--- src/rtl/core/ctc_pkg.sv ---
// Shared types and character constants for the configuration text cleaner.
package ctc_pkg;

    localparam logic [7:0] C_SEMI      = 8'h3B;
    localparam logic [7:0] C_HASH      = 8'h23;
    localparam logic [7:0] C_SLASH     = 8'h2F;
    localparam logic [7:0] C_STAR      = 8'h2A;
    localparam logic [7:0] C_DQUOTE    = 8'h22;
    localparam logic [7:0] C_SQUOTE    = 8'h27;
    localparam logic [7:0] C_BQUOTE    = 8'h60;
    localparam logic [7:0] C_BACKSLASH = 8'h5C;
    localparam logic [7:0] C_NEWLINE   = 8'h0A;
    localparam logic [7:0] C_TAB       = 8'h09;
    localparam logic [7:0] C_SPACE     = 8'h20;

    localparam int MAX_WORDS = 3;

    typedef enum logic [2:0] {
        MODE_NORMAL = 3'b001,
        MODE_LINE   = 3'b010,
        MODE_BLOCK  = 3'b100
    } t_mode;

    typedef struct packed {
        t_mode      comment_mode;
        logic       slash_pending;
        logic       star_seen;
        logic [7:0] open_quote;
        logic       prev_backslash;
        logic       line_has_text;
        logic       newline_pending;
    } t_state;

    localparam t_state C_STATE_RESET = '{
        comment_mode:    MODE_NORMAL,
        slash_pending:   1'b0,
        star_seen:       1'b0,
        open_quote:      8'h00,
        prev_backslash:  1'b0,
        line_has_text:   1'b0,
        newline_pending: 1'b0
    };

    typedef struct packed {
        logic [7:0] out_byte;
        logic       has_byte;
        logic       out_last;
    } t_result;

    // Words produced by one input byte; cnt holds how many entries are live.
    typedef struct packed {
        logic [1:0]                   cnt;
        t_result [MAX_WORDS-1:0]      res;
    } t_batch;

endpackage

--- src/rtl/core/ctc_in_if.sv ---
// Input channel: one text byte per word with an end-of-text flag.
interface ctc_in_if;
    logic       valid;
    logic       ready;
    logic [7:0] in_byte;
    logic       in_last;

    modport source (output valid, output in_byte, output in_last, input ready);
    modport sink   (input valid, input in_byte, input in_last, output ready);
endinterface

--- src/rtl/core/ctc_out_if.sv ---
// Output channel: one cleaned byte per word with a byte flag and an end flag.
interface ctc_out_if;
    logic       valid;
    logic       ready;
    logic [7:0] out_byte;
    logic       has_byte;
    logic       out_last;

    modport source (output valid, output out_byte, output has_byte, output out_last,
                    input ready);
    modport sink   (input valid, input out_byte, input has_byte, input out_last,
                    output ready);
endinterface

--- src/rtl/core/ctc_filter.sv ---
// Input register, filter state and the three cleaning filters for one byte.
module ctc_filter (
    input  logic            i_clk,
    input  logic            i_rst_n,
    ctc_in_if.sink          i_in_chan,
    input  logic            i_load_ok,
    output logic            o_batch_valid,
    output ctc_pkg::t_batch o_batch
);

    typedef struct packed {
        ctc_pkg::t_state  st;
        logic [1:0]       cnt;
        logic [2:0][7:0]  bytes;
    } t_work;

    logic            r_in_valid;
    logic [7:0]      r_in_byte;
    logic            r_in_last;
    ctc_pkg::t_state r_state;
    ctc_pkg::t_state n_state;
    ctc_pkg::t_batch w_batch;
    logic            w_fire;

    function automatic t_work f_put(t_work w, logic [7:0] b);
        t_work r;
        r = w;
        if (r.cnt != 2'd3) begin
            r.bytes[r.cnt] = b;
            r.cnt          = r.cnt + 2'd1;
        end
        return r;
    endfunction

    // Blank-line filter: a newline waits until a byte of the next line shows up.
    function automatic t_work f_lines(t_work w, logic [7:0] b);
        t_work r;
        r = w;
        if (b == ctc_pkg::C_NEWLINE) begin
            if (r.st.line_has_text) begin
                r.st.newline_pending = 1'b1;
                r.st.line_has_text   = 1'b0;
            end
        end else begin
            if (r.st.newline_pending) begin
                r = f_put(r, ctc_pkg::C_NEWLINE);
                r.st.newline_pending = 1'b0;
            end
            r = f_put(r, b);
            r.st.line_has_text = 1'b1;
        end
        return r;
    endfunction

    function automatic t_work f_spaces(t_work w, logic [7:0] b);
        t_work r;
        logic  escaped;
        r       = w;
        escaped = r.st.prev_backslash;
        r.st.prev_backslash = (b == ctc_pkg::C_BACKSLASH);
        if (b == ctc_pkg::C_DQUOTE || b == ctc_pkg::C_SQUOTE || b == ctc_pkg::C_BQUOTE) begin
            if (!escaped) begin
                r.st.open_quote = (r.st.open_quote != 8'h00) ? 8'h00 : b;
            end
            r = f_lines(r, b);
        end else if (b == ctc_pkg::C_SPACE) begin
            if (r.st.open_quote != 8'h00) begin
                r = f_lines(r, b);
            end
        end else if (b == ctc_pkg::C_TAB || b == ctc_pkg::C_NEWLINE) begin
            r = f_lines(r, b);
        end else if (b > ctc_pkg::C_SPACE) begin
            r = f_lines(r, b);
        end
        return r;
    endfunction

    function automatic t_work f_comments(t_work w, logic [7:0] b);
        t_work r;
        logic  done;
        r    = w;
        done = 1'b0;
        case (r.st.comment_mode)
            ctc_pkg::MODE_LINE: begin
                if (b == ctc_pkg::C_NEWLINE) begin
                    r.st.comment_mode = ctc_pkg::MODE_NORMAL;
                    r = f_spaces(r, b);
                end
            end
            ctc_pkg::MODE_BLOCK: begin
                if (r.st.star_seen && b == ctc_pkg::C_SLASH) begin
                    r.st.comment_mode = ctc_pkg::MODE_NORMAL;
                    r.st.star_seen    = 1'b0;
                end else begin
                    r.st.star_seen = (b == ctc_pkg::C_STAR);
                end
            end
            default: begin
                if (r.st.slash_pending) begin
                    r.st.slash_pending = 1'b0;
                    if (b == ctc_pkg::C_STAR) begin
                        r.st.comment_mode = ctc_pkg::MODE_BLOCK;
                        r.st.star_seen    = 1'b0;
                        done              = 1'b1;
                    end else begin
                        r = f_spaces(r, ctc_pkg::C_SLASH);
                    end
                end
                if (!done) begin
                    if (b == ctc_pkg::C_SEMI || b == ctc_pkg::C_HASH) begin
                        r.st.comment_mode = ctc_pkg::MODE_LINE;
                    end else if (b == ctc_pkg::C_SLASH) begin
                        r.st.slash_pending = 1'b1;
                    end else begin
                        r = f_spaces(r, b);
                    end
                end
            end
        endcase
        return r;
    endfunction

    always_comb begin
        t_work w;
        w.st    = r_state;
        w.cnt   = 2'd0;
        w.bytes = '0;
        w = f_comments(w, r_in_byte);
        if (r_in_last && w.st.slash_pending) begin
            w.st.slash_pending = 1'b0;
            w = f_spaces(w, ctc_pkg::C_SLASH);
        end
        for (int i = 0; i < ctc_pkg::MAX_WORDS; i++) begin
            w_batch.res[i].has_byte = (2'(i) < w.cnt);
            w_batch.res[i].out_byte = (2'(i) < w.cnt) ? w.bytes[i] : 8'h00;
            w_batch.res[i].out_last = r_in_last && (2'(i) == w.cnt - 2'd1);
        end
        w_batch.cnt = w.cnt;
        // End of text with nothing to say still produces a bare end marker.
        if (r_in_last && w.cnt == 2'd0) begin
            w_batch.cnt    = 2'd1;
            w_batch.res[0] = '{out_byte: 8'h00, has_byte: 1'b0, out_last: 1'b1};
        end
        n_state = r_in_last ? ctc_pkg::C_STATE_RESET : w.st;
    end

    assign w_fire          = r_in_valid && i_load_ok;
    assign i_in_chan.ready = !r_in_valid || i_load_ok;
    assign o_batch_valid   = r_in_valid;
    assign o_batch         = w_batch;

    always_ff @(posedge i_clk) begin
        if (!i_rst_n) begin
            r_in_valid <= 1'b0;
            r_state    <= ctc_pkg::C_STATE_RESET;
        end else begin
            if (i_in_chan.valid && i_in_chan.ready) begin
                r_in_valid <= 1'b1;
            end else if (w_fire) begin
                r_in_valid <= 1'b0;
            end
            if (w_fire) begin
                r_state <= n_state;
            end
        end
    end

    always_ff @(posedge i_clk) begin
        if (i_in_chan.valid && i_in_chan.ready) begin
            r_in_byte <= i_in_chan.in_byte;
            r_in_last <= i_in_chan.in_last;
        end
    end

endmodule

--- src/rtl/core/ctc_outbuf.sv ---
// Result buffer that holds the words of one input byte and hands them out in order.
module ctc_outbuf (
    input  logic            i_clk,
    input  logic            i_rst_n,
    input  logic            i_batch_valid,
    input  ctc_pkg::t_batch i_batch,
    output logic            o_load_ok,
    ctc_out_if.source       o_out_chan
);

    ctc_pkg::t_result [ctc_pkg::MAX_WORDS-1:0] r_res;
    logic [1:0] r_cnt;
    logic [1:0] r_head;
    logic       w_out_fire;
    logic       w_load;

    assign w_out_fire = o_out_chan.valid && o_out_chan.ready;
    // A new batch may land when the buffer is empty or when the last held word leaves in this cycle.
    assign o_load_ok  = (r_cnt == 2'd0) || (r_cnt == 2'd1 && o_out_chan.ready);
    assign w_load     = i_batch_valid && o_load_ok;

    assign o_out_chan.valid    = (r_cnt != 2'd0);
    assign o_out_chan.out_byte = r_res[r_head].out_byte;
    assign o_out_chan.has_byte = r_res[r_head].has_byte;
    assign o_out_chan.out_last = r_res[r_head].out_last;

    always_ff @(posedge i_clk) begin
        if (!i_rst_n) begin
            r_cnt  <= 2'd0;
            r_head <= 2'd0;
        end else if (w_load) begin
            r_cnt  <= i_batch.cnt;
            r_head <= 2'd0;
        end else if (w_out_fire) begin
            r_cnt  <= r_cnt - 2'd1;
            r_head <= r_head + 2'd1;
        end
    end

    always_ff @(posedge i_clk) begin
        if (w_load) begin
            r_res <= i_batch.res;
        end
    end

endmodule

--- src/rtl/core/config_text_cleaner_top.sv ---
// Top level of the configuration text cleaner.
//
// Usage: text bytes enter on i_in_chan, one byte per word, with in_last set on
// the final byte of a text. Comments, spaces outside quotes, bytes below space
// other than tab and newline, and blank lines are removed; cleaned bytes leave
// on o_out_chan, one per word. A word with has_byte low carries no byte; it
// appears only as the end marker of a text that ends without producing a byte.
// out_last marks the final word of each text, after which all filter state is
// back at its reset values. An accepted byte is filtered from the input
// register, and its words are registered in the result buffer, from which the
// output channel offers them. Throughput is one byte per cycle while each byte
// yields at most one word and the receiver does not stall; a byte that yields
// more words (up to 3) holds the output until the single output port has
// drained them from the result buffer. Bytes that yield nothing still pass at
// one per cycle while the result buffer is free to load.
// Reset (i_rst_n low, synchronous) empties the input register and the buffer
// and returns all filters to normal text. When the receiver stalls, the buffer
// holds its words, then the input register fills and i_in_chan.ready drops.
module config_text_cleaner_top (
    input  logic      i_clk,
    input  logic      i_rst_n,
    ctc_in_if.sink    i_in_chan,
    ctc_out_if.source o_out_chan
);

    logic            w_load_ok;
    logic            w_batch_valid;
    ctc_pkg::t_batch w_batch;

    ctc_filter u_filter (
        .i_clk         (i_clk),
        .i_rst_n       (i_rst_n),
        .i_in_chan     (i_in_chan),
        .i_load_ok     (w_load_ok),
        .o_batch_valid (w_batch_valid),
        .o_batch       (w_batch)
    );

    ctc_outbuf u_outbuf (
        .i_clk         (i_clk),
        .i_rst_n       (i_rst_n),
        .i_batch_valid (w_batch_valid),
        .i_batch       (w_batch),
        .o_load_ok     (w_load_ok),
        .o_out_chan    (o_out_chan)
    );

`ifndef SYNTH
    a_empty_word_is_end: assert property (@(posedge i_clk) disable iff (!i_rst_n)
        (o_out_chan.valid && !o_out_chan.has_byte) |-> o_out_chan.out_last)
        else $error("word without a byte is not the end of a text");

    a_empty_word_zero: assert property (@(posedge i_clk) disable iff (!i_rst_n)
        (o_out_chan.valid && !o_out_chan.has_byte) |-> (o_out_chan.out_byte == 8'h00))
        else $error("word without a byte carries a nonzero byte");

    a_idle_buffer_loads: assert property (@(posedge i_clk) disable iff (!i_rst_n)
        !o_out_chan.valid |-> w_load_ok)
        else $error("empty result buffer refuses a batch");

    a_last_batch_not_empty: assert property (@(posedge i_clk) disable iff (!i_rst_n)
        (w_batch_valid && w_batch.cnt == 2'd0) |-> !w_batch.res[0].out_last)
        else $error("end of text produced no word");
`endif

endmodule

--- src/flat_wrapper.sv ---
// flat-port wrapper written by rule: the top's interface ports become plain ports
module config_text_cleaner_top_flat 
  (i_clk, i_rst_n, i_in_chan_valid, i_in_chan_in_byte, i_in_chan_in_last, i_in_chan_ready, o_out_chan_valid, o_out_chan_out_byte, o_out_chan_has_byte, o_out_chan_out_last, o_out_chan_ready);
  ctc_in_if i_in_chan_i ();
  ctc_out_if o_out_chan_i ();
  input  logic i_clk;
  input  logic i_rst_n;
  input wire logic [$bits(i_in_chan_i.valid)-1:0] i_in_chan_valid;
  input wire logic [$bits(i_in_chan_i.in_byte)-1:0] i_in_chan_in_byte;
  input wire logic [$bits(i_in_chan_i.in_last)-1:0] i_in_chan_in_last;
  output wire logic [$bits(i_in_chan_i.ready)-1:0] i_in_chan_ready;
  output wire logic [$bits(o_out_chan_i.valid)-1:0] o_out_chan_valid;
  output wire logic [$bits(o_out_chan_i.out_byte)-1:0] o_out_chan_out_byte;
  output wire logic [$bits(o_out_chan_i.has_byte)-1:0] o_out_chan_has_byte;
  output wire logic [$bits(o_out_chan_i.out_last)-1:0] o_out_chan_out_last;
  input wire logic [$bits(o_out_chan_i.ready)-1:0] o_out_chan_ready;
  assign i_in_chan_i.valid = i_in_chan_valid;
  assign i_in_chan_i.in_byte = i_in_chan_in_byte;
  assign i_in_chan_i.in_last = i_in_chan_in_last;
  assign i_in_chan_ready = i_in_chan_i.ready;
  assign o_out_chan_valid = o_out_chan_i.valid;
  assign o_out_chan_out_byte = o_out_chan_i.out_byte;
  assign o_out_chan_has_byte = o_out_chan_i.has_byte;
  assign o_out_chan_out_last = o_out_chan_i.out_last;
  assign o_out_chan_i.ready = o_out_chan_ready;
  config_text_cleaner_top u_core (.i_clk(i_clk), .i_rst_n(i_rst_n), .i_in_chan(i_in_chan_i), .o_out_chan(o_out_chan_i));
endmodule
--- config.mk ---
export PLATFORM = sky130hd
export DESIGN_NAME = config_text_cleaner_top_flat
export DESIGN_NICKNAME = d
export VERILOG_FILES = /design/src/rtl/core/ctc_pkg.sv /design/src/rtl/core/ctc_in_if.sv /design/src/rtl/core/ctc_out_if.sv /design/src/rtl/core/ctc_filter.sv /design/src/rtl/core/ctc_outbuf.sv /design/src/rtl/core/config_text_cleaner_top.sv /design/src/flat_wrapper.sv
export SDC_FILE = /design/constraint.sdc
export NUM_CORES = 1
export LEC_CHECK = 0
export BUFFER_PORTS_ARGS = -buffer_cell sky130_fd_sc_hd__buf_2
export CAP_MARGIN = 20
export CORE_AREA = 2 2 76 78
export CTS_CLUSTER_SIZE = 20
export DETAILED_ROUTE_END_ITERATION = 10
export DIE_AREA = 0 0 78 80
export GPL_ROUTABILITY_DRIVEN = 0
export PLACE_DENSITY = 0.84
export SKIP_LAST_GASP = 1
export SLEW_MARGIN = 40
export SYNTH_ARGS = -nofsm -noshare
export SYNTH_HDL_FRONTEND = slang
export SYNTH_SLANG_ARGS = --single-unit
--- constraint.sdc ---
create_clock -name i_clk -period 4.08 [get_ports i_clk]
set_input_delay 0.612 -clock i_clk [delete_from_list [all_inputs] [get_ports i_clk]]
set_output_delay 0.612 -clock i_clk [all_outputs]
set_load 0.02 [all_outputs]
==> impl_metrics.sql <==
INSERT INTO impl_metrics (metric_group, metric, value, unit) VALUES
('status', 'run_status', 'complete, no violations', ''),
('clock_network', 'clock-root-buffer', 'sky130_fd_sc_hd__clkbuf_8', ''),
('global_route', 'number_of_global_route_vias_before_repair', '2640', ''),
('setup_path', 'crit_path_top_delay_cell', 'sky130_fd_sc_hd__or4b_4', ''),
('global_route', 'initial_antenna_violation_count', '0', ''),
('routing', 'detailroute.via_count', '2863', ''),
('die', 'top_level_ports', '25', ''),
('routing', 'antenna_violating_nets_post_route', '0', ''),
('setup_path', 'timing.critical_path.mode_cell', 'sky130_fd_sc_hd__nor3_2', ''),
('setup_path', 'cp-start-kind', 'register', ''),
('setup_path', 'timing.critical_path.buf_inv', '0', ''),
('setup_path', 'critical-path-max-stage-delay', '650', 'ps'),
('clock_network', 'cts_buffers', '9', ''),
('global_route', 'first_pass_grt_wire_length', '12800', 'µm'),
('clock_network', 'worstSkewPairLatency', '340', 'ps'),
('setup_path', 'type_of_the_setup_path_with_the_least_slack', 'register to register', ''),
('yosys', 'largest_cells_by_area_after_synthesis', 'sky130_fd_sc_hd__edfxtp_1, sky130_fd_sc_hd__dfxtp_1, sky130_fd_sc_hd__o21ai_0', ''),
('die', 'initial_utilization', '0.636', ''),
('setup_path', 'timing.critical_path.required', '4170', 'ps'),
('setup_path', 'path_max_fanout', '16', ''),
('timing', 'slew_headroom', '0.502', ''),
('yosys', 'synthesis.area_per_instance', '9.47', 'µm²'),
('yosys', 'synthArstFlopShare', '0', ''),
('pwr', 'vdd.ir_drop.worst', '339', 'µV'),
('cells_and_area', 'layout_cell_share_with_drive_strength_beyond_1', '0.161', ''),
('timing', 'clock-skew-final', '10.4', 'ps'),
('timing', 'fmax', '337', 'MHz'),
('timing', 'timing_hold_violations_final', '0', ''),
('die', 'row_count', '27', ''),
('die', 'fp.dieW', '78', 'µm'),
('global_route', 'grt_max_degree', '34', ''),
('pwr', 'cellLeakagePower', '1.43', 'nW'),
('clock_network', 'postCtsSetupRepairBufs', '0', ''),
('placement', 'place_area', '0.00356', 'mm²'),
('timing', 'finalCritPeriodShare', '0.728', ''),
('die', 'design.core.area', '0.00541', 'mm²'),
('setup_path', 'endpoint_kind', 'register', ''),
('cells_and_area', 'insertedDiodeCount', '0', ''),
('pwr', 'overall_power', '1.77', 'mW'),
('placement', 'io_buffer_count', '24', ''),
('clock_network', 'cts_tree', 'done', ''),
('yosys', 'syn-instance-count', '363', ''),
('cells_and_area', 'final_nets', '394', ''),
('timing', 'setup_violations', '0', ''),
('placement', 'final_hpwl_dp', '5400', 'µm'),
('clock_network', 'cts_max_level', '3', ''),
('yosys', 'synth_edf_count', '39', ''),
('global_route', 'track_usage', '0.263', ''),
('clock_network', 'cts.path.max_buffers', '2', ''),
('cells_and_area', 'fin_area', '0.00380', 'mm²'),
('timing', 'tightest_slew', '728', 'ps'),
('clock_network', 'clkSinkCount', '60', ''),
('yosys', 'synth_top_cells_by_count', 'sky130_fd_sc_hd__edfxtp_1, sky130_fd_sc_hd__nand2_1, sky130_fd_sc_hd__o21ai_0, sky130_fd_sc_hd__nor2_1, sky130_fd_sc_hd__a21oi_1', ''),
('timing', 'timing.final.crit_period', '2970', 'ps'),
('clock_network', 'cts_resized', '0', ''),
('global_route', 'grt_overflow_total', '0', ''),
('routing', 'route.final.wire_length', '7530', 'µm'),
('routing', 'drt_pass1_iterations', '5', ''),
('routing', 'drt-wirelength-per-cell', '16.5', 'µm'),
('setup_path', 'path_delay_family', 'simple AND/OR/NAND/NOR gates', ''),
('yosys', 'syn_area', '0.00344', 'mm²'),
('yosys', 'yosys.cell_types.count', '70', ''),
('pwr', 'pwr_density_cell', '464', 'mW/mm²'),
('timing', 'setup_total_neg_slack', '0', 'ps'),
('yosys', 'synth-seq-area-share', '0.463', ''),
('die', 'die-height', '80', 'µm'),
('run', 'max_cap_violations', '0', ''),
('timing', 'maxSlewViolCount', '0', ''),
('hold_path', 'hold_path.class', 'input pin to register', ''),
('die', 'die_area', '0.00624', 'mm²'),
('setup_path', 'crit_path_cell_trace', 'or4b_4, nor3_4, or2_2, nor3_2, nor3_2, nand2_1, and4_1', '');
-- placed cells by master (no fill, tap or decap), types with 3 or more instances in the layout --
master / netlist / routed
sky130_fd_sc_hd__o21ai_1: 7 / 7
sky130_fd_sc_hd__clkbuf_8: 0 / 10
sky130_fd_sc_hd__nand2_1: 39 / 39
sky130_fd_sc_hd__nand2b_1: 4 / 4
sky130_fd_sc_hd__buf_2: 9 / 24
sky130_fd_sc_hd__mux2i_1: 13 / 13
sky130_fd_sc_hd__nand3_1: 11 / 11
sky130_fd_sc_hd__xnor2_1: 5 / 5
sky130_fd_sc_hd__inv_1: 10 / 10
sky130_fd_sc_hd__a21o_1: 7 / 7
sky130_fd_sc_hd__o21ai_0: 35 / 35
sky130_fd_sc_hd__nand4_1: 4 / 4
sky130_fd_sc_hd__a31oi_1: 3 / 3
sky130_fd_sc_hd__o21a_1: 6 / 6
sky130_fd_sc_hd__nor2b_1: 5 / 5
sky130_fd_sc_hd__xor2_1: 4 / 4
sky130_fd_sc_hd__and3_1: 7 / 7
sky130_fd_sc_hd__bufinv_16: 0 / 3
sky130_fd_sc_hd__nor2_1: 29 / 29
sky130_fd_sc_hd__nor4_1: 4 / 4
sky130_fd_sc_hd__dfxtp_1: 21 / 21
sky130_fd_sc_hd__a21oi_1: 25 / 25
sky130_fd_sc_hd__edfxtp_1: 39 / 39
sky130_fd_sc_hd__and2_1: 4 / 4
sky130_fd_sc_hd__nor3_1: 8 / 8
-- cells by family after synthesis --
family          after synthesis  synth area share
simple gates                136             0.210
buf+inv                      33            0.0426
mux                          14            0.0411
flops                        60             0.463
compound gates              108             0.209
xor+xnor                      9            0.0229
fa+ha+maj                     3            0.0106
-- flip-flops by register name, summed over array words and instances, names as in the netlist --
signal,cells
u_core.u_outbuf.r_head,2
u_core.u_filter.r_state,16
u_core.u_filter.o_batch_valid,1
u_core.u_filter.r_in_byte,8
u_core.u_filter.r_in_last,1
u_core.u_outbuf.r_res,30
u_core.u_outbuf.r_cnt,2
-- metrics by stage --
stage	worst slack, ps	util	hold slack, ps	instances
6_report	1110	0.703	451	456
5_1_grt	912	0.703	432	456
4_1_cts	1150	0.703	442	456
3_5_place_dp	1170	0.659	453	440
3_3_place_gp	1250	0.659	443	440
2_1_floorplan	1620	-	432	363
-- report_power, final --
group	switching (mW)	total [mW]	internal, mW
combinational	0.212	0.342	0.130
sequential	0.0621	0.786	0.723
clock	0.218	0.638	0.420
total	0.493	1.77	1.27
-- worst paths after layout --
check	slack, ps	startpoint	endpoint	cells past startpoint
max	1110	u_core.u_filter.r_in_byte[2]$_DFFE_PP_	u_core.u_outbuf.r_res[10]$_DFFE_PP_	7
min	450	i_in_chan_in_byte[2]	u_core.u_filter.r_in_byte[2]$_DFFE_PP_	1
max reg2reg	1110	u_core.u_filter.r_in_byte[2]$_DFFE_PP_	u_core.u_outbuf.r_res[10]$_DFFE_PP_	7
min reg2reg	470	u_core.u_filter.r_state[4]$_SDFFE_PN0P_	u_core.u_filter.r_state[4]$_SDFFE_PN0P_	2
-- cell type report --
| cell class | count | area, µm² |
|---|---|---|
| sequential | 60 | 1590 |
| multi-input combinational | 270 | 1700 |
| clock inverter | 5 | 100 |
| timing repair buffer | 26 | 135 |
| fill | 416 | 1600 |
| clock buffer | 11 | 141 |
| inverter | 12 | 45.0 |
| tap | 72 | 90.1 |
-- per-layer routing --
layer	vias to the layer above	share of wire	GRT usage
met5	-	0	0
met4	0	0.023	0.104
met3	30	0.077	0.0656
met2	161	0.49	0.433
met1	1304	0.41	0.335
li1	1368	-	-
Note: power is estimated with default switching activity, not from simulation.
